==> src/hw/rtl/dccr_pkg.sv <==
// shared types and constants for the dilated causal convolution block
`timescale 1ns / 1ps
package dccr_pkg;

  // command codes carried in the input tuser
  typedef enum logic [1:0] {
    CMD_SAMPLE = 2'd0,
    CMD_WEIGHT = 2'd1,
    CMD_BIAS   = 2'd2,
    CMD_CLEAR  = 2'd3
  } cmd_t;

  localparam int CFG_IDX_W   = 3;
  localparam int CFG_DATA_W  = 32;
  localparam int IN_TDATA_W  = 88;
  localparam int OUT_TDATA_W = 56;

  // one classified operation handed from the front end to the engine
  typedef struct packed {
    cmd_t        cmd;
    logic        store;
    logic        compute;
    logic [5:0]  ich;
    logic [5:0]  och;
    logic [2:0]  tap;
    logic [31:0] data;
  } op_t;

  // configuration after range clamping
  typedef struct packed {
    logic [3:0]         kt;
    logic [6:0]         dl;
    logic [6:0]         ic;
    logic [6:0]         oc;
    logic signed [31:0] mult;
    logic signed [6:0]  sh;
  } cfg_t;

endpackage

==> src/hw/rtl/dccr_opq.sv <==
// short operation queue between the front end and the engine
`timescale 1ns / 1ps
module dccr_opq (
  input  logic          clk,
  input  logic          rst_n,
  input  logic          push,
  input  dccr_pkg::op_t push_op,
  output logic          full,
  input  logic          pop,
  output dccr_pkg::op_t head,
  output logic          head_valid
);

  localparam int DEPTH = 4;
  localparam int PTR_W = $clog2(DEPTH);

  dccr_pkg::op_t    mem_r [DEPTH];
  logic [PTR_W-1:0] wr_r;
  logic [PTR_W-1:0] rd_r;
  logic [PTR_W:0]   cnt_r;

  // pointers and fill count
  always_ff @(posedge clk) begin
    if (!rst_n) begin
      wr_r  <= '0;
      rd_r  <= '0;
      cnt_r <= '0;
    end else begin
      if (push) wr_r <= wr_r + 1'b1;
      if (pop) rd_r <= rd_r + 1'b1;
      if (push && !pop) cnt_r <= cnt_r + 1'b1;
      else if (pop && !push) cnt_r <= cnt_r - 1'b1;
    end
  end

  // entry storage
  always_ff @(posedge clk) begin
    if (push) mem_r[wr_r] <= push_op;
  end

  assign head       = mem_r[rd_r];
  assign head_valid = cnt_r != '0;
  assign full       = cnt_r == (PTR_W+1)'(DEPTH);

endmodule

==> config.mk <==
export PLATFORM = sky130hd
export DESIGN_NAME = dccr_opq
export DESIGN_NICKNAME = d
export VERILOG_FILES = /design/src/hw/rtl/dccr_pkg.sv /design/src/hw/rtl/dccr_opq.sv
export SDC_FILE = /design/constraint.sdc
export NUM_CORES = 1
export LEC_CHECK = 0
export BUFFER_PORTS_ARGS = -buffer_cell sky130_fd_sc_hd__buf_2
export CAP_MARGIN = 20
export CORE_ASPECT_RATIO = 0.8
export CORE_MARGIN = 10
export CORE_UTILIZATION = 41
export CTS_CLUSTER_DIAMETER = 40
export DETAILED_ROUTE_END_ITERATION = 6
export GPL_TIMING_DRIVEN = 1
export PLACE_DENSITY = 0.64
export SKIP_LAST_GASP = 1
export SLEW_MARGIN = 20
export SYNTH_ARGS = -nofsm -noshare
export SYNTH_HDL_FRONTEND = slang
export SYNTH_SLANG_ARGS = --single-unit
==> constraint.sdc <==
create_clock -name clk -period 4.8 [get_ports clk]
set_input_delay 0.72 -clock clk [delete_from_list [all_inputs] [get_ports clk]]
set_output_delay 0.72 -clock clk [all_outputs]
set_load 0.02 [all_outputs]
Yosys cells after proc, flatten, opt, wreduce, memory -nomap -nowiden. Memories as Yosys holds them, arrays and structs flattened. A register that Yosys moved wholly into a read port is not among the register bits. Cells that the tools add are included.

Register bits: 7. Latch bits: 0. Memory bits (writable): 204. Bits in read-only memories: 0. Output and inout bits: 53. Logic and storage cells: 21. Memories: 1.

Memory list: mem_r (words 4, bits a word 51, rd ports 1, clocked after Yosys merged registers in 1, wr ports 1, RTL line dccr_opq.sv:17) `dccr_pkg::op_t mem_r [DEPTH];`.

Add/subtract/negate cells: 4. Multipliers: 0. Div/mod/pow operators: 0. $lt $le $gt $ge: 0. Eq/ne operators: 1. Shift operators: 0. Muxes and demuxes: 6. Bitwise operators: 0. Reduce and logical (&&, ||, !) cells: 6.

Operator list (number): 3-bit two-way mux (2); 2-bit by 1-bit adder with 2-bit output, second input constant (2); 2-bit two-way mux (2); 3-bit by 1-bit adder with 3-bit output, second input constant (1); 3-bit == test, second input constant (1); 3-bit nonzero test (1); 3-bit by 1-bit subtractor with 3-bit output, second input constant (1); 1-bit logical AND (2); 1-bit logical NOT (2); 1-bit two-way mux (2); 2-bit nonzero test (1).

Logic depth before layout (Yosys ltp). Gate-level depths: netlist of the first run.

Depth in word-level cells: 4. Depth in mapped cells: 7. Depth with buffers taken out: 7.

Least setup slack after synthesis of the first run. OpenSTA, ideal clock, no wires.

Path kind: input port to flip-flop. From: in push. To: mem mem_r[0][0] in the netlist's numbering (enable). Arrival time: 1937 ps. Slack: 2449 ps. Stages: 1. Path buffers: 0. Cells stage by stage: and2_1.

Longest elaborated chain between the ends: 2.

Ends and longest elaborated chain: start: declaration (RTL line dccr_opq.sv:6) `input logic push,`; 1-bit two-way mux (RTL line dccr_opq.sv:38) `if (push) mem_r[wr_r] <= push_op;`; 1-bit two-way mux (implied by the code) (RTL line dccr_opq.sv:38); end: declaration (RTL line dccr_opq.sv:17).

Every way passes these cells.

==> results of run 1 <==
[Yosys cell counts]
cell      number  area share (%)
edfxtp_1     204              78
mux4_2        50              14
and2_1         9            0.72
dfxtp_1        9             2.3
buf_12         5             1.3
buf_2          5            0.32
ha_1           5            0.80
inv_1          4            0.19
xor2_1         3            0.33
mux2i_1        2            0.25
nor2b_1        2            0.16
or3_1          2            0.16
xnor2_1        2            0.22
a21boi_0       1           0.095
buf_1          1           0.048
buf_6          1            0.14
fa_1           1            0.25
mux4_1         1            0.33
nand2_1        1           0.048
nor3b_1        1           0.095
o21ai_0        1           0.064
[worst register-to-register path: stages (launching register included)]
cell,delay [ns]
dfxtp_1,0.34
inv_1,0.09
ha_1,0.14
and2_2,0.68
buf_4,0.50
[registers in the layout, indices dropped and copies added, names as in the netlist, named ones only]
register and cells:
cnt_r 3, mem_r 204, rd_r 2, wr_r 2
[report_power, final]
group          internal [mW]  total [mW]  switching (mW)
logic                  0.180       0.425           0.245
registers               2.13        2.18          0.0482
clock network          0.972        1.69           0.714
[layout by cell type, fill, tap and decap left out, types with 4 or more instances in the layout]
master	netlist	final
buf_4	0	6
clkbuf_16	0	25
buf_2	5	107
inv_1	4	4
clkbuf_1	0	4
ha_1	5	5
dfxtp_1	9	7
mux4_2	50	50
and2_1	9	5
and2_2	0	4
edfxtp_1	204	204
clkinv_1	0	4
[logic make-up (layout without fill, tap and decap cells)]
kind of cell | count (synthesis) | in the layout | synth area share [%]
flops | 213 | 213 | 80.2
fa+ha+maj | 6 | 6 | 1.05
other cells | 0 | 2 | 0
mux | 53 | 53 | 14.9
xor+xnor | 5 | 5 | 0.557
simple gates | 15 | 15 | 1.18
buf+inv | 16 | 161 | 1.97
compound gates | 2 | 2 | 0.159
[final cells by class]
cell class,instances,area share (%)
Clock inverter,15,1.25
Tap cell,258,3.43
Clock buffer,29,6.81
Inverter,4,0.160
Multi-Input combinational cell,81,15.0
Sequential cell,213,67.1
Antenna cell,2,0.0532
Timing Repair Buffer,113,6.18
[metal layers]
metal	part of all wire, %	global-route usage, %	wire length [µm]	vias to the layer above
li1	-	-	-	1575
met1	42	15.1	6060	1817
met2	49	18.6	7020	121
met3	7.5	3.62	1090	30
met4	2.1	2.94	308	0
met5	0	0	0	-
[stage by stage]
stage          utilization, %  total power [mW]
2_1_floorplan               -              2.51
6_report                 49.7              4.29
4_1_cts                  49.7              4.35
5_1_grt                  49.7              4.47
3_3_place_gp             45.7              2.65
3_5_place_dp             45.7              2.66
[how the worst max path moves through the flow]
stage                     start           to  depth (start not counted)
after floorplan            push  mem_r[0][0]                          1
after global placement     flop     head[11]                          3
after detailed placement   flop     head[18]                          3
after CTS                  flop      head[8]                          3
after global routing       flop     head[11]                          3
final                      flop      head[8]                          3
==> metrics.txt, run 1 <==
status completed; hold crit path type in -> reg; Reg area 6310 µm²; setup ws final 1.49 ns; first-pass GRT wire length 22800 µm; Post-Syn Instances 310; Initial Utilization 41.6%; post-route clock skew 0.0132 ns; vias in the first global route 3965; peak supply drop 322 µV; TritonCTS clock tree done; crit-path cells buf_4, mux4_2, buf_2; # DRC 0; R2R depth 4; sequential fraction of the synthesis area 80.2%; Placed Instances 669; layout cells sized above 1 45.1%; Fin. Hold Viols 0; crit end category output port; CP Buf/Inv Count 2; critical path data required time 4.08 ns; First DRT Iteration DRCs 226; syn avg cell area 25.4 µm²; CP top delay family flip-flops; Slew @ Worst Pin 0.817 ns; hold_buf cts 0; Worst R2R Setup Slack 2.68 ns; Mapped Area 7870 µm²; number of fill cells 1561; worst hold stages 1; Cell Pwr Density 457 nW/µm²; CTS Buffer Depth 3; Lkg Pwr 3.18 nW; Inserted Clock Buffers 25; root buffer cell clkbuf_16; # Max-Cap Violations 0; WHS Endpoint mem_r[3][7]; CP Launch Type flop; HPWL after detailed placement 9270 µm; routed len/inst 20.2 µm; nets@finish 499; routed vias 3543; total gr overflow 0; final count of negative-setup-slack endpoints 0; dpl cell area 8640 µm²; unrepaired setup endpoints after global routing no; Final Non-Filler Cells 715; #FFs+latches synth 213; WL final 14500 µm; chip width 175 µm; Setup Slack @ Placement 1.95 ns; clk sink count 213; Slew Viols, Final 0; post-synthesis cell type count 21; Post CTS Setup Buffer Count 0; worst skew pair latency 0.50 ns; Clock transition at path regs 0.06 ns; initial antenna violation count 2; via/cell ratio 4.96; crit path kind reg -> out; TNS Setup 0 ns; PortBufs 107; row count 45; Post-DRT Antenna Nets 0; reg2reg start wr_r[0]; CP peak stage delay 0.85 ns; Multi-input gate area 1410 µm²; Total GRT Usage 11.6%; gp weighted congestion 0.700; CP max stage cell dfxtp_4; CP max FO 37; post-route cell area 9400 µm²; # resized after CTS 0; Core Area 18900 µm²; fin crit period 3.31 ns; CP arrival 2.59 ns; period utilisation layout 68.9%; Max Clk Rate 0.303 GHz; synth warn 0; die footprint 25200 µm²; largest net degree at the start of global routing 38; Mapped Nets 371; Layout area overhead 19.5%; htree depth 1; Vert. Die Dim 144 µm; FF-to-FF End mem_r[0][5]; I/O pin count 108; TritonRoute pass-1 iters 4; Fin Hold WS 0.429 ns; slew margin rel. 45.5%; Hold Path Origin push_op[7]
Power figures use the tool's default switching activity.
==> inputs of run 2 (changes only) <==
--- a/config.mk
+++ b/config.mk
@@ -5,6 +5,7 @@
 export SDC_FILE = /design/constraint.sdc
 export NUM_CORES = 1
 export LEC_CHECK = 0
+export ABC_AREA = 1
 export BUFFER_PORTS_ARGS = -buffer_cell sky130_fd_sc_hd__buf_2
 export CAP_MARGIN = 20
 export CORE_ASPECT_RATIO = 0.8
==> constraint.sdc (replaced) <==
create_clock -name clk -period 3.3 [get_ports clk]
set_input_delay 0.495 -clock clk [delete_from_list [all_inputs] [get_ports clk]]
set_output_delay 0.495 -clock clk [all_outputs]
set_load 0.02 [all_outputs]
==> metrics.txt, run 2 <==
critical path data required time 2.80 ns (-1.28 ns); Synth top cells by count edfxtp_1, nor2_1, o21ai_1; PortBufs 107 (unchanged); Mapped Area 8040 µm² (+2.2%); TNS Setup 0 ns (unchanged); synth warn 0 (unchanged); via/cell ratio 5.19 (+4.7%); worst skew pair latency 0.51 ns (about the same); # DRC 0 (unchanged); chip width 177 µm (+0.97%); clk sink count 213 (unchanged); Worst R2R Setup Slack 1.34 ns (-1.34 ns); Top reg by flops mem_r; ys flop type edfxtp_1; slew margin rel. 43.9% (-1.6 points); Initial Utilization 42.0% (+0.41 points); Synth area leaders edfxtp_1, nor2_1, o22ai_1; hold crit path type in -> reg; Largest regs mem_r x204, cnt_r x3; Setup Slack @ Placement 0.970 ns (-0.979 ns); status completed; most common cell after layout, fill and taps aside edfxtp_1; Slew @ Worst Pin 0.840 ns (+0.0227 ns); unrepaired setup endpoints after global routing no; # Max-Cap Violations 0 (unchanged); FF-to-FF End mem_r[0][34]; Cell Pwr Density 674 nW/µm² (+48%); Clock transition at path regs 0.06 ns (about the same); Core Area 19100 µm² (+1.2%); Max Clk Rate 0.349 GHz; Total GRT Usage 13.3% (+1.7 points); Post CTS Setup Buffer Count 0 (unchanged); WHS Endpoint mem_r[3][4]; root buffer cell clkbuf_16; CP max stage cell dfxtp_4; vias in the first global route 4830 (+22%); post-synthesis cell type count 20 (-4.8%); layout cells sized above 1 24.8% (-20 points); I/O pin count 108 (unchanged); Lkg Pwr 3.43 nW (+8.0%); hold_buf cts 0 (unchanged); CTS Buffer Depth 3 (unchanged); max reg flops 204 (unchanged); CP Buf/Inv Count 3 (+1); most numerous cell in the Yosys netlist edfxtp_1; final count of negative-setup-slack endpoints 0 (unchanged); syn avg cell area 14.6 µm² (-43%); Post-DRT Antenna Nets 0 (unchanged); #FFs+latches synth 213 (unchanged); sequential fraction of the synthesis area 78.5% (-1.7 points); CP arrival 2.37 ns (-0.22 ns); Synth area leader edfxtp_1; Layout area overhead 19.9%; Post-synth EDFFs 204 (unchanged); # resized after CTS 0 (unchanged); nets@finish 731 (+46%); setup ws final 0.438 ns (-1.06 ns); peak supply drop 349 µV (+8.1%); most frequent cells in the layout edfxtp_1, nor2_1, buf_2, o21ai_1, o22ai_1; htree depth 1 (unchanged); Vert. Die Dim 145 µm (+0.94%); fin crit period 2.86 ns; WL final 17900 µm (+23%); Inserted Clock Buffers 26 (+4.0%); initial antenna violation count 2 (unchanged); CP max FO 56 (+51%); die footprint 25600 µm² (+1.9%); Post-Syn Instances 552 (+78%); Hold Path Origin push_op[4]; CP top delay family buffers and inverters; TritonCTS clock tree done; Mapped Nets 613 (+65%); share of the synthesized area in the top cell type 76.2% (-1.7 points); crit-path cells clkinv_2, buf_12, o21ai_1, o22ai_1, buf_2; worst hold stages 1 (unchanged); crit path kind reg -> out; gp weighted congestion 0.723 (+3.2%); crit end category output port; post-route clock skew 0.00657 ns (-0.00659 ns); TritonRoute pass-1 iters 6 (+2); largest net degree at the start of global routing 57 (+50%); CP Launch Type flop; CP peak stage delay 0.63 ns (-0.22 ns); Slew Viols, Final 0 (unchanged); First DRT Iteration DRCs 331 (+46%); row count 45 (unchanged); routed len/inst 18.8 µm (-7.0%); HPWL after detailed placement 10700 µm (+15%); reg2reg start wr_r[0]; Async SR Flop Fraction 0% (unchanged); period utilisation layout 86.7%; total gr overflow 0 (unchanged); first-pass GRT wire length 27500 µm (+21%); routed vias 4919 (+39%); R2R depth 5 (+1); Fin. Hold Viols 0 (unchanged)
[run 2: cell families (layout without fill, tap and decap cells)]
| logic type | count (synthesis) | count (layout) | synth area share [%] |
|---|---|---|---|
| AOI/OAI and AO/OA | 163 | 163 | 10.9 |
| adders and majority gates | 6 | 6 | 1.03 |
| DFF | 213 | 213 | 78.5 |
| and+or+nand+nor | 121 | 121 | 5.71 |
| buffers and inverters | 49 | 186 | 3.86 |
| other | 0 | 1 | 0 |
[run 2: where the power goes]
group	internal, mW	switching [mW]
combinational	0.183	0.429
sequential	3.09	0.0412
clock	1.67	1.08
[run 2: through the flow]
step	utilization [%]	std cells	cell area [µm²]	hold slack [ns]	total power [mW]
5_1_grt	50.3	947	9640	0.184	6.74
6_report	50.3	948	9640	0.197	6.49
3_5_place_dp	45.9	900	8780	0.431	3.81
4_1_cts	50.3	947	9640	0.173	6.57
2_1_floorplan	-	552	8040	0.412	3.57
3_3_place_gp	45.9	900	8780	0.417	3.78
[run 2: how the worst max path moves through the flow]
stage                       start     endpoint  slack, ns  cells after the start
after global routing         flop      head[8]       0.24                      5
after floorplan           wr_r[0]  mem_r[2][0]       1.31                      4
after detailed placement     flop     head[44]       0.97                      5
final                        flop      head[8]       0.44                      5
after CTS                    flop     head[44]       0.42                      5
after global placement       flop     head[48]       1.03                      5
[run 2: final cells by class]
class,instances,area [µm²]
Clock buffer,31,691
Clock inverter,16,164
Multi-Input combinational cell,290,1420
Fill cell,1612,9510
Tap cell,258,323
Inverter,17,65.1
Sequential cell,213,6310
Antenna cell,1,2.50
Timing Repair Buffer,122,661
[run 2: routing by layer]
| metal | vias up | part of all wire (%) | global-route usage, % |
|---|---|---|---|
| met1 | 2402 | 43 | 17.9 |
| met3 | 30 | 8.3 | 4.35 |
| li1 | 2313 | - | - |
| met4 | 2 | 1.8 | 2.94 |
| met2 | 172 | 46 | 20.7 |
| met5 | - | 0.067 | 0 |
==> inputs of run 3 (changes only) <==
==> constraint.sdc (replaced) <==
create_clock -name clk -period 3.3 [get_ports clk]
set_input_delay 0.495 -clock clk [delete_from_list [all_inputs] [get_ports clk]]
set_output_delay 0.495 -clock clk [all_outputs]
set_load 0.005 [all_outputs]
==> metrics.txt, run 3 (synthesized netlist as in run 2, its figures left out) <==
Largest regs mem_r x204, cnt_r x3; first-pass GRT wire length 28300 µm (+2.9%); # DRC 0 (unchanged); vias in the first global route 5058 (+4.7%); HPWL after detailed placement 10600 µm (-1.1%); initial antenna violation count 3 (+1); total gr overflow 0 (unchanged); routed len/inst 19.0 µm (+0.65%); TNS Setup 0 ns (unchanged); Vert. Die Dim 145 µm (unchanged); dpl cell area 8770 µm² (about the same); root buffer cell clkbuf_16; routed vias 4932 (+0.26%); Layout area overhead 18.9%; Top reg by flops mem_r; Core Area 19100 µm² (unchanged); largest net degree at the start of global routing 103 (+81%); CP max FO 102 (+82%); Max Clk Rate 0.346 GHz (-0.98%); nets@finish 723 (-1.1%); slew margin rel. 28.5% (-15 points); row count 45 (unchanged); gp weighted congestion 0.730 (+0.91%); hold crit path type in -> reg; Multi-input gate area 1420 µm² (unchanged); Clock transition at path regs 0.06 ns (about the same); post-route cell area 9560 µm² (-0.83%); fin crit period 2.89 ns (+0.0283 ns); TritonRoute pass-1 iters 6 (unchanged); TritonCTS clock tree done; Post CTS Setup Buffer Count 0 (unchanged); max reg flops 204 (unchanged); number of fill cells 1649 (+2.3%); post-route clock skew 0.0213 ns (+0.0147 ns); clk sink count 213 (unchanged); Initial Utilization 42.0% (unchanged); total power 6.20 mW (-4.5%); layout cells sized above 1 23.5% (-1.3 points); CTS Buffer Depth 3 (unchanged); critical path data required time 2.80 ns (about the same); PortBufs 107 (unchanged); htree depth 1 (unchanged); status completed; # resized after CTS 0 (unchanged); chip width 177 µm (unchanged); First DRT Iteration DRCs 384 (+16%); most frequent cells in the layout edfxtp_1, nor2_1, buf_2, o21ai_1, o22ai_1; Reg area 6310 µm² (unchanged); CP arrival 2.40 ns (+0.03 ns); Cell Pwr Density 649 nW/µm² (-3.7%); # Max-Cap Violations 0 (unchanged); period utilisation layout 87.6% (+0.86 points); Total GRT Usage 13.6% (+0.28 points); Fin. Hold Viols 0 (unchanged); Inserted Clock Buffers 24 (-7.7%); hold_buf cts 0 (unchanged); final count of negative-setup-slack endpoints 0 (unchanged); CP Launch Type flop; peak supply drop 645 µV (+85%); Lkg Pwr 3.37 nW (-2.0%); crit path kind reg -> out; most common cell after layout, fill and taps aside edfxtp_1; Post-DRT Antenna Nets 0 (unchanged); crit end category output port; Slew @ Worst Pin 1.07 ns (+0.234 ns); die footprint 25600 µm² (unchanged); via/cell ratio 5.25 (+1.1%); worst skew pair latency 0.52 ns (about the same); I/O pin count 108 (unchanged); Slew Viols, Final 0 (unchanged); unrepaired setup endpoints after global routing no; WL final 17800 µm (-0.20%)
run 3: power breakdown:
| group | internal [mW] | leakage (nW) | switching, mW |
|---|---|---|---|
| Sequential | 3.09 | 1.95 | 0.0301 |
| Combinational | 0.182 | 1.05 | 0.336 |
| Clock | 1.52 | 0.365 | 1.05 |
run 3: final timing paths:
| check | start | end | slack, ns | depth (start not counted) |
|---|---|---|---|---|
| max | flop | head[48] | 0.41 | 4 |
| max reg2reg | wr_r[1] | mem_r[1][19] | 1.56 | 5 |
| min | push_op[38] | mem_r[2][38] | 0.19 | 1 |
| min reg2reg | rd_r[1] | rd_r[1] | 0.46 | 1 |
run 3: critical path, stage by stage, from the launching register on:
cell	delay (ns)
dfxtp_4	0.35
buf_4	0.80
o21ai_0	0.23
o22ai_1	0.27
buf_2	0.17
run 3: layer usage:
| metal | vias up | routed length [µm] | global-route usage [%] |
|---|---|---|---|
| met5 | - | 8 | 0 |
| met4 | 2 | 274 | 3.06 |
| met3 | 25 | 1700 | 4.63 |
| met2 | 174 | 8200 | 21.4 |
| met1 | 2436 | 7640 | 17.9 |
| li1 | 2295 | - | - |
run 3: final cells by class:
type                            instances  area share (%)
Sequential cell                       213            66.0
Multi-Input combinational cell        290            14.9
Timing Repair Buffer                  116            6.83
Clock buffer                           29            6.48
Tap cell                              258            3.38
Clock inverter                         15            1.68
Inverter                               17           0.681
Antenna cell                            2          0.0524
run 3: through the flow:
step | worst slack [ns] | hold WS, ns | std cells | util [%]
6_report | 0.409 | 0.193 | 940 | 49.9
5_1_grt | 0.229 | 0.180 | 938 | 49.9
4_1_cts | 0.414 | 0.167 | 938 | 49.9
3_5_place_dp | 0.971 | 0.439 | 894 | 45.8
3_3_place_gp | 1.04 | 0.417 | 894 | 45.8
2_1_floorplan | 1.31 | 0.412 | 552 | -
