**src/hw/rtl/dccr_pkg.sv**
```systemverilog
// shared types and constants for the dilated causal convolution block
`timescale 1ns / 1ps
package dccr_pkg;

  // command codes carried in the input tuser
  typedef enum logic [1:0] {
    CMD_SAMPLE = 2'd0,
    CMD_WEIGHT = 2'd1,
    CMD_BIAS   = 2'd2,
    CMD_CLEAR  = 2'd3
  } cmd_t;

  localparam int CFG_IDX_W   = 3;
  localparam int CFG_DATA_W  = 32;
  localparam int IN_TDATA_W  = 88;
  localparam int OUT_TDATA_W = 56;

  // one classified operation handed from the front end to the engine
  typedef struct packed {
    cmd_t        cmd;
    logic        store;
    logic        compute;
    logic [5:0]  ich;
    logic [5:0]  och;
    logic [2:0]  tap;
    logic [31:0] data;
  } op_t;

  // configuration after range clamping
  typedef struct packed {
    logic [3:0]         kt;
    logic [6:0]         dl;
    logic [6:0]         ic;
    logic [6:0]         oc;
    logic signed [31:0] mult;
    logic signed [6:0]  sh;
  } cfg_t;

endpackage

```
**src/hw/rtl/dccr_front.sv**
```systemverilog
// front end: configuration registers, input decode and operation classification
`timescale 1ns / 1ps
module dccr_front #(
  parameter int MAX_IN_CH  = 64,
  parameter int MAX_OUT_CH = 64,
  parameter int MAX_KERNEL = 8
) (
  input  logic                           clk,
  input  logic                           rst_n,
  input  logic                           cfg_we,
  input  logic [dccr_pkg::CFG_IDX_W-1:0] cfg_index,
  input  logic [dccr_pkg::CFG_DATA_W-1:0] cfg_wdata,
  input  logic                           in_tvalid,
  output logic                           in_tready,
  input  logic [dccr_pkg::IN_TDATA_W-1:0] in_tdata,
  input  logic [1:0]                     in_tuser,
  output logic                           op_push,
  output dccr_pkg::op_t                  op_data,
  input  logic                           q_full,
  output dccr_pkg::cfg_t                 cfg_o
);

  localparam logic [dccr_pkg::CFG_IDX_W-1:0] REG_KT    = 3'd0;
  localparam logic [dccr_pkg::CFG_IDX_W-1:0] REG_DL    = 3'd1;
  localparam logic [dccr_pkg::CFG_IDX_W-1:0] REG_IC    = 3'd2;
  localparam logic [dccr_pkg::CFG_IDX_W-1:0] REG_OC    = 3'd3;
  localparam logic [dccr_pkg::CFG_IDX_W-1:0] REG_MULT  = 3'd4;
  localparam logic [dccr_pkg::CFG_IDX_W-1:0] REG_SHIFT = 3'd5;

  logic [3:0]         kt_r;
  logic [6:0]         dl_r;
  logic [6:0]         ic_r;
  logic [6:0]         oc_r;
  logic signed [31:0] mult_r;
  logic signed [6:0]  sh_r;

  dccr_pkg::cmd_t cmd;
  logic [5:0]     ich;
  logic [5:0]     och;
  logic [2:0]     tap;
  logic [31:0]    sample_v;
  logic [7:0]     weight_v;
  logic [31:0]    bias_v;
  logic           keep;

  // configuration writes
  always_ff @(posedge clk) begin
    if (!rst_n) begin
      kt_r   <= 4'd1;
      dl_r   <= 7'd1;
      ic_r   <= 7'd1;
      oc_r   <= 7'd1;
      mult_r <= 32'sd1;
      sh_r   <= 7'sd0;
    end else if (cfg_we) begin
      case (cfg_index)
        REG_KT:    kt_r   <= cfg_wdata[3:0];
        REG_DL:    dl_r   <= cfg_wdata[6:0];
        REG_IC:    ic_r   <= cfg_wdata[6:0];
        REG_OC:    oc_r   <= cfg_wdata[6:0];
        REG_MULT:  mult_r <= cfg_wdata[31:0];
        REG_SHIFT: sh_r   <= cfg_wdata[6:0];
        default: ;
      endcase
    end
  end

  // clamp registers into their working ranges
  always_comb begin
    cfg_o = '0;
    if (kt_r == 4'd0) cfg_o.kt = 4'd1;
    else if (kt_r > MAX_KERNEL) cfg_o.kt = 4'(MAX_KERNEL);
    else cfg_o.kt = kt_r;
    if (dl_r == 7'd0) cfg_o.dl = 7'd1;
    else if (dl_r > 7'd64) cfg_o.dl = 7'd64;
    else cfg_o.dl = dl_r;
    if (ic_r == 7'd0) cfg_o.ic = 7'd1;
    else if (ic_r > MAX_IN_CH) cfg_o.ic = 7'(MAX_IN_CH);
    else cfg_o.ic = ic_r;
    if (oc_r == 7'd0) cfg_o.oc = 7'd1;
    else if (oc_r > MAX_OUT_CH) cfg_o.oc = 7'(MAX_OUT_CH);
    else cfg_o.oc = oc_r;
    cfg_o.mult = mult_r;
    cfg_o.sh   = (sh_r < -7'sd31) ? -7'sd31 : sh_r;
  end

  // unpack the input transaction
  assign cmd      = dccr_pkg::cmd_t'(in_tuser);
  assign ich      = in_tdata[5:0];
  assign och      = in_tdata[11:6];
  assign tap      = in_tdata[14:12];
  assign sample_v = in_tdata[46:15];
  assign weight_v = in_tdata[54:47];
  assign bias_v   = in_tdata[86:55];

  // classify and drop writes that fall outside the memories
  always_comb begin
    op_data         = '0;
    op_data.cmd     = cmd;
    op_data.ich     = ich;
    op_data.och     = och;
    op_data.tap     = tap;
    op_data.store   = 32'(ich) < MAX_IN_CH;
    op_data.compute = {1'b0, ich} == (cfg_o.ic - 7'd1);
    keep            = 1'b1;
    case (cmd)
      dccr_pkg::CMD_SAMPLE: op_data.data = sample_v;
      dccr_pkg::CMD_WEIGHT: begin
        op_data.data = {{24{weight_v[7]}}, weight_v};
        keep = (32'(ich) < MAX_IN_CH) && (32'(och) < MAX_OUT_CH) &&
               (32'(tap) < MAX_KERNEL);
      end
      dccr_pkg::CMD_BIAS: begin
        op_data.data = bias_v;
        keep = 32'(och) < MAX_OUT_CH;
      end
      default: op_data.data = '0;
    endcase
  end

  assign in_tready = !q_full;
  assign op_push   = in_tvalid && in_tready && keep;

endmodule

```
**config.mk**
```make
export PLATFORM = sky130hd
export DESIGN_NAME = dccr_front
export DESIGN_NICKNAME = d
export VERILOG_FILES = /design/src/hw/rtl/dccr_pkg.sv /design/src/hw/rtl/dccr_front.sv
export SDC_FILE = /design/constraint.sdc
export NUM_CORES = 1
export LEC_CHECK = 0
export BUFFER_PORTS_ARGS = -buffer_cell sky130_fd_sc_hd__buf_2
export CAP_MARGIN = 25
export CELL_PAD_IN_SITES_DETAIL_PLACEMENT = 0
export CELL_PAD_IN_SITES_GLOBAL_PLACEMENT = 1
export CORE_ASPECT_RATIO = 0.9
export CORE_MARGIN = 2
export CORE_UTILIZATION = 28
export DETAILED_ROUTE_END_ITERATION = 8
export PLACE_DENSITY = 0.82
export SLEW_MARGIN = 20
export SYNTH_ARGS = -nofsm -noshare
export SYNTH_HDL_FRONTEND = slang
export SYNTH_SLANG_ARGS = --single-unit
```
**constraint.sdc**
```tcl
create_clock -name clk -period 2.7 [get_ports clk]
set_input_delay 0.135 -clock clk [delete_from_list [all_inputs] [get_ports clk]]
set_output_delay 0.135 -clock clk [all_outputs]
set_load 0.02 [all_outputs]
```
# Yosys cells after proc, flatten, opt, wreduce, memory -nomap -nowiden
# Cells that the tools add are included.
dict set report totals {
  input_bits 130
  ff_bits 64
}
dict set report op_classes {
  eq_ne 8
  reduce_logical 14
  n_mux 10
  n_addsub 1
  n_lt_le_gt_ge 5
}
# operator count
set ops {}
lappend ops {{case mux 32 bit (3 select lines)} 1}
lappend ops {{two-way mux 7 bit} 7}
lappend ops {{> comparator 7 bit, second input constant} 3}
lappend ops {{logical NOT 7 bit} 3}
lappend ops {{AND reduction 2 bit} 6}
lappend ops {{two-way mux 4 bit} 2}
lappend ops {{equality test 6 x 7 -> 1 bit} 1}
lappend ops {{less-than comparator 7 x 6 -> 1 bit, second input constant} 1}
lappend ops {{subtractor 7 x 1 -> 7 bit, second input constant} 1}
lappend ops {{equality test 3 x 2 -> 1 bit, second input constant} 2}
lappend ops {{equality test 3 bit, second input constant} 2}
lappend ops {{> comparator 4 bit, second input constant} 1}
lappend ops {{logical NOT 4 bit} 1}
lappend ops {{equality test 3 x 1 -> 1 bit, second input constant} 1}
lappend ops {{logical NOT 3 bit} 1}
lappend ops {{equality test 2 x 1 -> 1 bit, second input constant} 1}
lappend ops {{equality test 2 bit, second input constant} 1}
lappend ops {{logical NOT 2 bit} 1}
lappend ops {{logical AND 1 bit} 1}
lappend ops {{logical NOT 1 bit} 1}

# Depth between registers and ports, before layout
# Gate-level depths: netlist (run 1).
dict set report depth {
  word_depth 5
  ltp_mapped 11
  depth_no_buf 10
}

# Least setup slack after synthesis (run 1)
# OpenSTA, ideal clock, no wires.
dict set report synth_timing {
  path_type {reg2out}
  start {register ic_r[5]}
  end {output op_data[47] (netlist name)}
  setup_slack_ns 0.103
  required_time_ns 2.565
  path_stages_with_launch 11
  n_path_buf 1
  t_arrival_ns 2.462
  path_cell_list {dfxtp_1 -> buf_2 -> nor3_4 -> a21oi_1 -> nor2_1 -> inv_1 -> ha_1 -> xnor2_1 -> a311oi_1 -> nand3_1 -> nor4bb_2}
}
# item line
set synth_rtl {}
lappend synth_rtl {{start, declared} dccr_front.sv:32} ;# logic [6:0] ic_r;
lappend synth_rtl {{start signal, assigned} dccr_front.sv:59} ;# REG_IC: ic_r <= cfg_wdata[6:0];
lappend synth_rtl {{end, declared} dccr_front.sv:18} ;# output dccr_pkg::op_t op_data,

==> implementation parameters, run 1 <==
Parameter                              Value

Synth
  Leading cell types by count after synthesis    119 x nand2_1, 64 x dfxtp_1, 44 x nor2b_1
  Yosys reg bits    between 60 and 70
  Complex-gate fraction of the synthesized area    19.4%
  Multiplexer area fraction after synthesis    under 10%
  Cell type with the largest total area after synthesis    dfxtp_1
  Syn Std Cell Area    about 3700 µm²
  Post-synthesis share of cell area spent on full adders, half adders and majority gates    0.672%
  Async S/R FF share, synth    0%
  Post-synth EDFFs    0
  Top FF cell, synth    dfxtp_1
  Combinational family with the most area after synthesis    simple AND/OR/NAND/NOR gates
  Simple-Gate Fraction of Synth Area    between 20% and 30%
  Portion of the post-synthesis area used by sequential elements    roughly a third
  Area contributors post-synth    dfxtp_1 34%, nand2_1 12%, mux2i_1 8.6%, a21boi_1 7.5%, nor2b_1 7.4%
  Number of warnings reported in the yosys synthesis log    0
  Post-synthesis instance total    roughly 490
  Fraction of synthesized cell area in xor and xnor cells    under 10%
  Synth cell types    47
  Most frequent cell after synthesis    nand2_1
  Synth top area share    roughly a third
  Post-Synthesis Net Count    approximately 620
  Per-instance average area after synthesis    approximately 7.6 µm²

Power and ir drop
  Worst VDD drop    0.000400 V
  Ratio of total power to cell area    around 510 nW/µm²
  Static leakage power    ~2.4 nW

Critical path
  Launching instance or port of the critical path    ic_r[3]$_SDFFE_PN0P_
  Capturing element of the worst setup path    op_data[47]
  Flop2flop setup slack    ~1.8 ns
  Kind of cell adding the most delay to the critical path    simple AND/OR/NAND/NOR gates
  Largest stage delay on the critical path    ~0.37 ns
  Startpoint of the worst register-to-register path    ic_r[6]$_SDFFE_PN0P_
  Number of buffers and inverters on the critical path    2
  CP Cell Sequence    nor3_4 -> a21oi_1 -> nor2_2 -> inv_1 -> ha_2 -> xnor2_1 -> a311oi_1 -> nand3_1 -> nor4bb_2 -> buf_2
  Crit path max fanout    9
  Endpoint of the worst register-to-register path    ic_r[6]$_SDFFE_PN0P_
  Worst path arrival time    around 2.4 ns
  Crit Path Category    flip-flop to primary output
  Cells on worst reg2reg path    3
  Endpoint type of the worst setup path    primary output
  Critical Path Slowest Stage Cell    dfxtp_2
  Number of stages on the worst setup path    10
  Worst Setup Start Kind    flip-flop
  Required time reported for the critical path endpoint    around 2.6 ns

Clocking
  Bufs on Longest Clock Path    2
  Clock network latency to the later pin of the worst-skew pair    between 0.3 and 0.4 ns
  CTS buffer count    9
  Clock net sink count    64
  CTS tree    done
  Number of levels in the clock H-tree    3
  Buffer type at the clock tree root    clkbuf_16
  Clock edge transition at the registers on the reported setup and hold paths    ~0.05 ns

Route
  Average detailed-routed wire length per instance    ~13 µm
  Vias    3,886
  Routed WL    11,200 µm
  Via-to-Cell Ratio    4.61
  Post-route DRC violation count    0
  Routed Antenna Nets    0
  First DRT Iteration DRCs    about 150
  Pre-antenna DRT Iters    4

Global route
  Vias in the first global route    3,845
  Number of antenna violations at the first check in global routing    0
  Pin count of the biggest net entering global routing    65
  GRT Resource Usage Total    around 15%
  First-pass GRT wire length    ~18,000 µm
  Aggregate global routing overflow    0

Die
  DIE AREA    14,200 µm²
  DIE HEIGHT    about 110 µm
  Number of rows created at floorplan    39
  Core footprint    12,800 µm²
  Initial core utilization    29.0%
  I/O pin count    around 250
  Floorplan die width    between 100 and 150 µm

Timing
  Hold Slack    between 0.04 and 0.05 ns
  Final count of pins violating max slew    0
  Setup TNS    0 ns
  Number of setup violations in the final report    0
  Hold Fails Final Rpt    0
  Worst Clk Skew    0 ns
  Final cycle utilization of the critical path    between 90 and 100%
  RSZ-0062 raised after global routing    no
  Max transition margin    40.2%
  Min Clock Period, post-route    ~2.5 ns
  Max Clk Rate    396 MHz
  Slew @ Worst Pin    0.897 ns

Outcome
  Run status    completed

Final layout
  Number of nets in the layout    approximately 810
  Total of fill cells in the finished design    between 1,000 and 1,500
  Area occupied by registers    1280 µm²
  Antenna diode count    0
  Multi-input logic area    ~2100 µm²
  Layout overhead on the synthesized area    38.1%
  Layout cell share with drive strength beyond 1    about two fifths

Placed design
  HPWL after DPL    between 8000 and 9000 µm
  Number of port buffers    226
  Routability Congestion    0.839

Min path
  Type of the tightest min-delay check    input port to flip-flop

Job
  Count of max-cap constraint violations    0
## power breakdown
part           total [mW]  internal [mW]  switching (mW)
Clock                1.20          0.798           0.399
Sequential          0.982          0.966          0.0155
Combinational       0.462          0.192           0.270
Total                2.64           1.96           0.685
## flip-flops by register name (all words and copies together) (netlist names)
signal  flops
kt_r        4
ic_r        7
sh_r        7
mult_r     32
oc_r        7
dl_r        7
## worst reg2reg max path, stage by stage, from the launching register on
cell and delay (ns):
dfxtp_1 0.47, buf_4 0.22, mux2i_1 0.08, nor2b_1 0.10
## placed cells by master, fill, tap and decap left out, types with 4 or more instances in the layout
cell type    n
nand3_1      5
o21ai_0     33
a21boi_1    37
a21oi_1     31
inv_1        7
nor3_1       4
xnor2_1      4
clkbuf_16    9
nor2_1      12
buf_4        7
nand2_1    119
dfxtp_1     62
buf_2      226
nor2b_1     43
mux2i_1     32
## cells by family after synthesis
group | count (synthesis)
AOI/OAI and AO/OA | 114
xor gates and xnor gates | 5
adders and majority gates | 2
buffers and inverters | 65
DFF | 64
muxes | 32
other | 1
and+or+nand+nor | 204
## cell type report
class | count | share of cell area, %
Multi-Input combinational cell | 358 | 41.1
Sequential cell | 64 | 25.0
Timing Repair Buffer | 234 | 23.3
Tap cell | 164 | 3.99
Clock inverter | 6 | 1.65
Inverter | 8 | 0.584
Clock buffer | 9 | 4.38
## layer usage
layer	part of all wire (%)	vias up	wire length (µm)	global-route usage [%]
li1	-	1971	-	-
met3	8.3	11	923	4.46
met2	49	154	5500	27.6
met1	41	1750	4610	17.7
met5	0	-	0	0
met4	1.0	0	117	4.37
## stage by stage
step	setup slack (ns)	cell area (µm²)	power, mW	utilization (%)	cells
after detailed placement	0.317	4790	1.46	37.3	825
after global placement	0.386	4790	1.45	37.3	825
after floorplan	0.103	3720	1.29	-	487
after CTS	0.0147	5110	2.67	39.8	841
after global routing	0.0404	5140	2.76	40.1	843
final	0.178	5140	2.64	40.1	843
## timing repair
action / CTS / global route
endpoints found under the setup margin: 1 / 1
buffers inserted: 1 / 1
hold buffers: 0 / 0
pin swaps: 1 / 2
endpoints found under the hold margin: 0 / 0
gates resized for setup: 0 / 5
## how the worst min path moves through the flow
stage	from	to	slack, ns	cells past startpoint
global route	cfg_wdata[14]	mult_r[14]$_SDFFE_PN0P_	0.05	3
finish	cfg_wdata[9]	mult_r[9]$_SDFFE_PN0P_	0.05	3
CTS	cfg_wdata[13]	mult_r[13]$_SDFFE_PN0P_	0.04	3
floorplan	cfg_wdata[0]	mult_r[0]$_SDFFE_PN1P_	0.26	2
global placement	in_tdata[13]	op_data[33]	0.27	0
detailed placement	in_tdata[13]	op_data[33]	0.27	0
Power figures use the tool's default switching activity.
==> run 2, diff against run 1 <==
--- a/config.mk
+++ b/config.mk
@@ -10,7 +10,6 @@
 export CELL_PAD_IN_SITES_DETAIL_PLACEMENT = 0
 export CELL_PAD_IN_SITES_GLOBAL_PLACEMENT = 1
 export CORE_ASPECT_RATIO = 0.9
-export CORE_MARGIN = 2
 export CORE_UTILIZATION = 28
 export DETAILED_ROUTE_END_ITERATION = 8
 export PLACE_DENSITY = 0.82
==> run 2 against run 1 <==
Net effect: wire length is 0.95% higher; via count down 1.3%; clock skew stayed put; critical endpoint unchanged; largest power group unchanged; highest routed layer unchanged.
==> implementation parameters, run 2 (synthesis results as in run 1) <==
Parameter                              Value

Outcome
  Run status    completed

Route
  First DRT Iteration DRCs    119 (-22%)
  Routed Antenna Nets    0 (unchanged)
  Pre-antenna DRT Iters    5 (+1)
  Average detailed-routed wire length per instance    13.4 µm (+0.95%)
  Vias    3,835 (-1.3%)
  Post-route DRC violation count    0 (unchanged)
  Via-to-Cell Ratio    4.55 (-1.3%)
  Routed WL    11,300 µm (+0.95%)

Placed design
  HPWL after DPL    8460 µm (-1.7%)
  Placed cell area    4790 µm² (unchanged)
  Routability Congestion    0.802 (-4.3%)
  Worst slack at placement    0.359 ns (+0.0424 ns)
  Number of port buffers    226 (unchanged)

Timing
  Final cycle utilization of the critical path    95.1% (+1.7 points)
  Hold Fails Final Rpt    0 (unchanged)
  Max transition margin    39.0% (-1.2 points)
  Max Clk Rate    389 MHz (-1.8%)
  Final count of pins violating max slew    0 (unchanged)
  Number of setup violations in the final report    0 (unchanged)
  Min Clock Period, post-route    2.57 ns (+0.0459 ns)
  Slew @ Worst Pin    0.914 ns (+0.0173 ns)
  Least setup slack across all paths after layout    0.132 ns (-0.0459 ns)
  Worst Clk Skew    0 ns (unchanged)
  RSZ-0062 raised after global routing    yes
  Setup TNS    0 ns (unchanged)

Critical path
  Worst path arrival time    2.43 ns (+0.04 ns)
  Crit path max fanout    3 (-6)
  Worst Setup Start Kind    flip-flop
  Required time reported for the critical path endpoint    2.57 ns (about the same)
  Crit Path Category    flip-flop to primary output
  Endpoint type of the worst setup path    primary output

Final layout
  Layout overhead on the synthesized area    36.6%
  Number of nets in the layout    807 (unchanged)
  Most common library cell in the layout ignoring fill and taps    buf_2
  Area occupied by registers    1290 µm² (+0.19%)
  Multi-input logic area    2110 µm² (-0.24%)
  Antenna diode count    0 (unchanged)
  Post-route cell area    5090 µm² (-1.1%)
  Reg with most FFs    mult_r
  Post-Route Utilization    39.6% (-0.45 points)
  Number of flip-flops under the largest register name    32 (unchanged)
  Total of fill cells in the finished design    1,342 (+2.7%)
  Layout cell share with drive strength beyond 1    39.2% (unchanged)
  Most frequent cells in the layout    226 x buf_2, 119 x nand2_1, 62 x dfxtp_1

Clocking
  Bufs on Longest Clock Path    2 (unchanged)
  Buffer type at the clock tree root    clkbuf_16
  Clock net sink count    64 (unchanged)
  Hold-fix buffer count after cts    0 (unchanged)
  Clock edge transition at the registers on the reported setup and hold paths    0.05 ns (about the same)
  CTS tree    done
  Clock network latency to the later pin of the worst-skew pair    0.32 ns (about the same)
  CTS buffer count    9 (unchanged)
  Number of levels in the clock H-tree    3 (unchanged)

Die
  Core footprint    12,800 µm² (unchanged)
  Number of rows created at floorplan    39 (unchanged)
  DIE HEIGHT    111 µm (-1.8%)
  I/O pin count    247 (unchanged)
  Initial core utilization    29.0% (unchanged)
  DIE AREA    13,800 µm² (-3.3%)
  Floorplan die width    124 µm (-1.6%)

Min path
  Type of the tightest min-delay check    input port to flip-flop

Global route
  Pin count of the biggest net entering global routing    65 (unchanged)
  Number of antenna violations at the first check in global routing    0 (unchanged)
  First-pass GRT wire length    17,100 µm (-5.6%)
  GRT Resource Usage Total    15.8% (+0.45 points)
  Vias in the first global route    3,623 (-5.8%)
  Aggregate global routing overflow    0 (unchanged)

Power and ir drop
  Overall power of the completed layout    2.46 mW (-6.8%)
  Static leakage power    2.41 nW (-1.2%)
  Ratio of total power to cell area    484 nW/µm² (-5.7%)
  Worst VDD drop    0.000262 V (-35%)

Job
  Count of max-cap constraint violations    0 (unchanged)
-- run 2: metal layers --
metal  track usage (%)  wire length, µm  vias to the layer above
li1                  -                -                     1962
met1              17.9             4810                     1716
met2              27.9             5440                      144
met3              4.76              882                       13
met4              4.82              135                        0
met5                 0                0                        -
-- run 2: cell type report --
class / count / share of cell area, %
sequential: 64 / 25.3
tap: 164 / 4.03
clock buffer: 9 / 4.43
clock inverter: 6 / 0.738
inverter: 8 / 0.590
multi-input combinational: 358 / 41.5
timing repair buffer: 234 / 23.4
-- run 2: report_power, final --
group          leakage (nW)  switching [mW]  internal, mW
clock network         0.123           0.412         0.609
logic                  1.77           0.271         0.191
registers             0.519          0.0143         0.965
total                  2.41           0.697          1.77
-- run 2: worst paths after layout --
check | cells after the start | from | slack [ns] | end
worst max-delay path | 10 | ic_r[4]$_SDFFE_PN0P_ | 0.13 | op_data[47]
worst min-delay path | 3 | cfg_wdata[22] | 0.04 | mult_r[22]$_SDFFE_PN0P_
worst max register to register | 3 | ic_r[6]$_SDFFE_PN0P_ | 1.84 | ic_r[6]$_SDFFE_PN0P_
worst min register to register | 2 | mult_r[12]$_SDFFE_PN0P_ | 0.45 | mult_r[12]$_SDFFE_PN0P_
-- run 2: worst max-delay path, stage by stage, from the launching register on --
cell,delay (ns)
dfxtp_4,0.35
nor3_4,0.19
a21oi_2,0.08
nor2_2,0.14
inv_1,0.05
ha_1,0.28
xnor2_1,0.13
a311oi_1,0.28
nand3_1,0.13
nor4bb_2,0.28
buf_2,0.20
-- run 2: through the flow --
| stage | std cells | hold slack, ns |
|---|---|---|
| 2_1_floorplan | 487 | 0.259 |
| 3_3_place_gp | 825 | 0.270 |
| 3_5_place_dp | 825 | 0.270 |
| 4_1_cts | 840 | 0.0355 |
| 5_1_grt | 843 | 0.0390 |
| 6_report | 843 | 0.0449 |
-- run 2: what timing repair did --
| action | CTS | global route |
|---|---|---|
| buffers inserted | 0 | 3 |
| setup endpoints to repair | 0 | 1 |
| resized for setup | 0 | 5 |
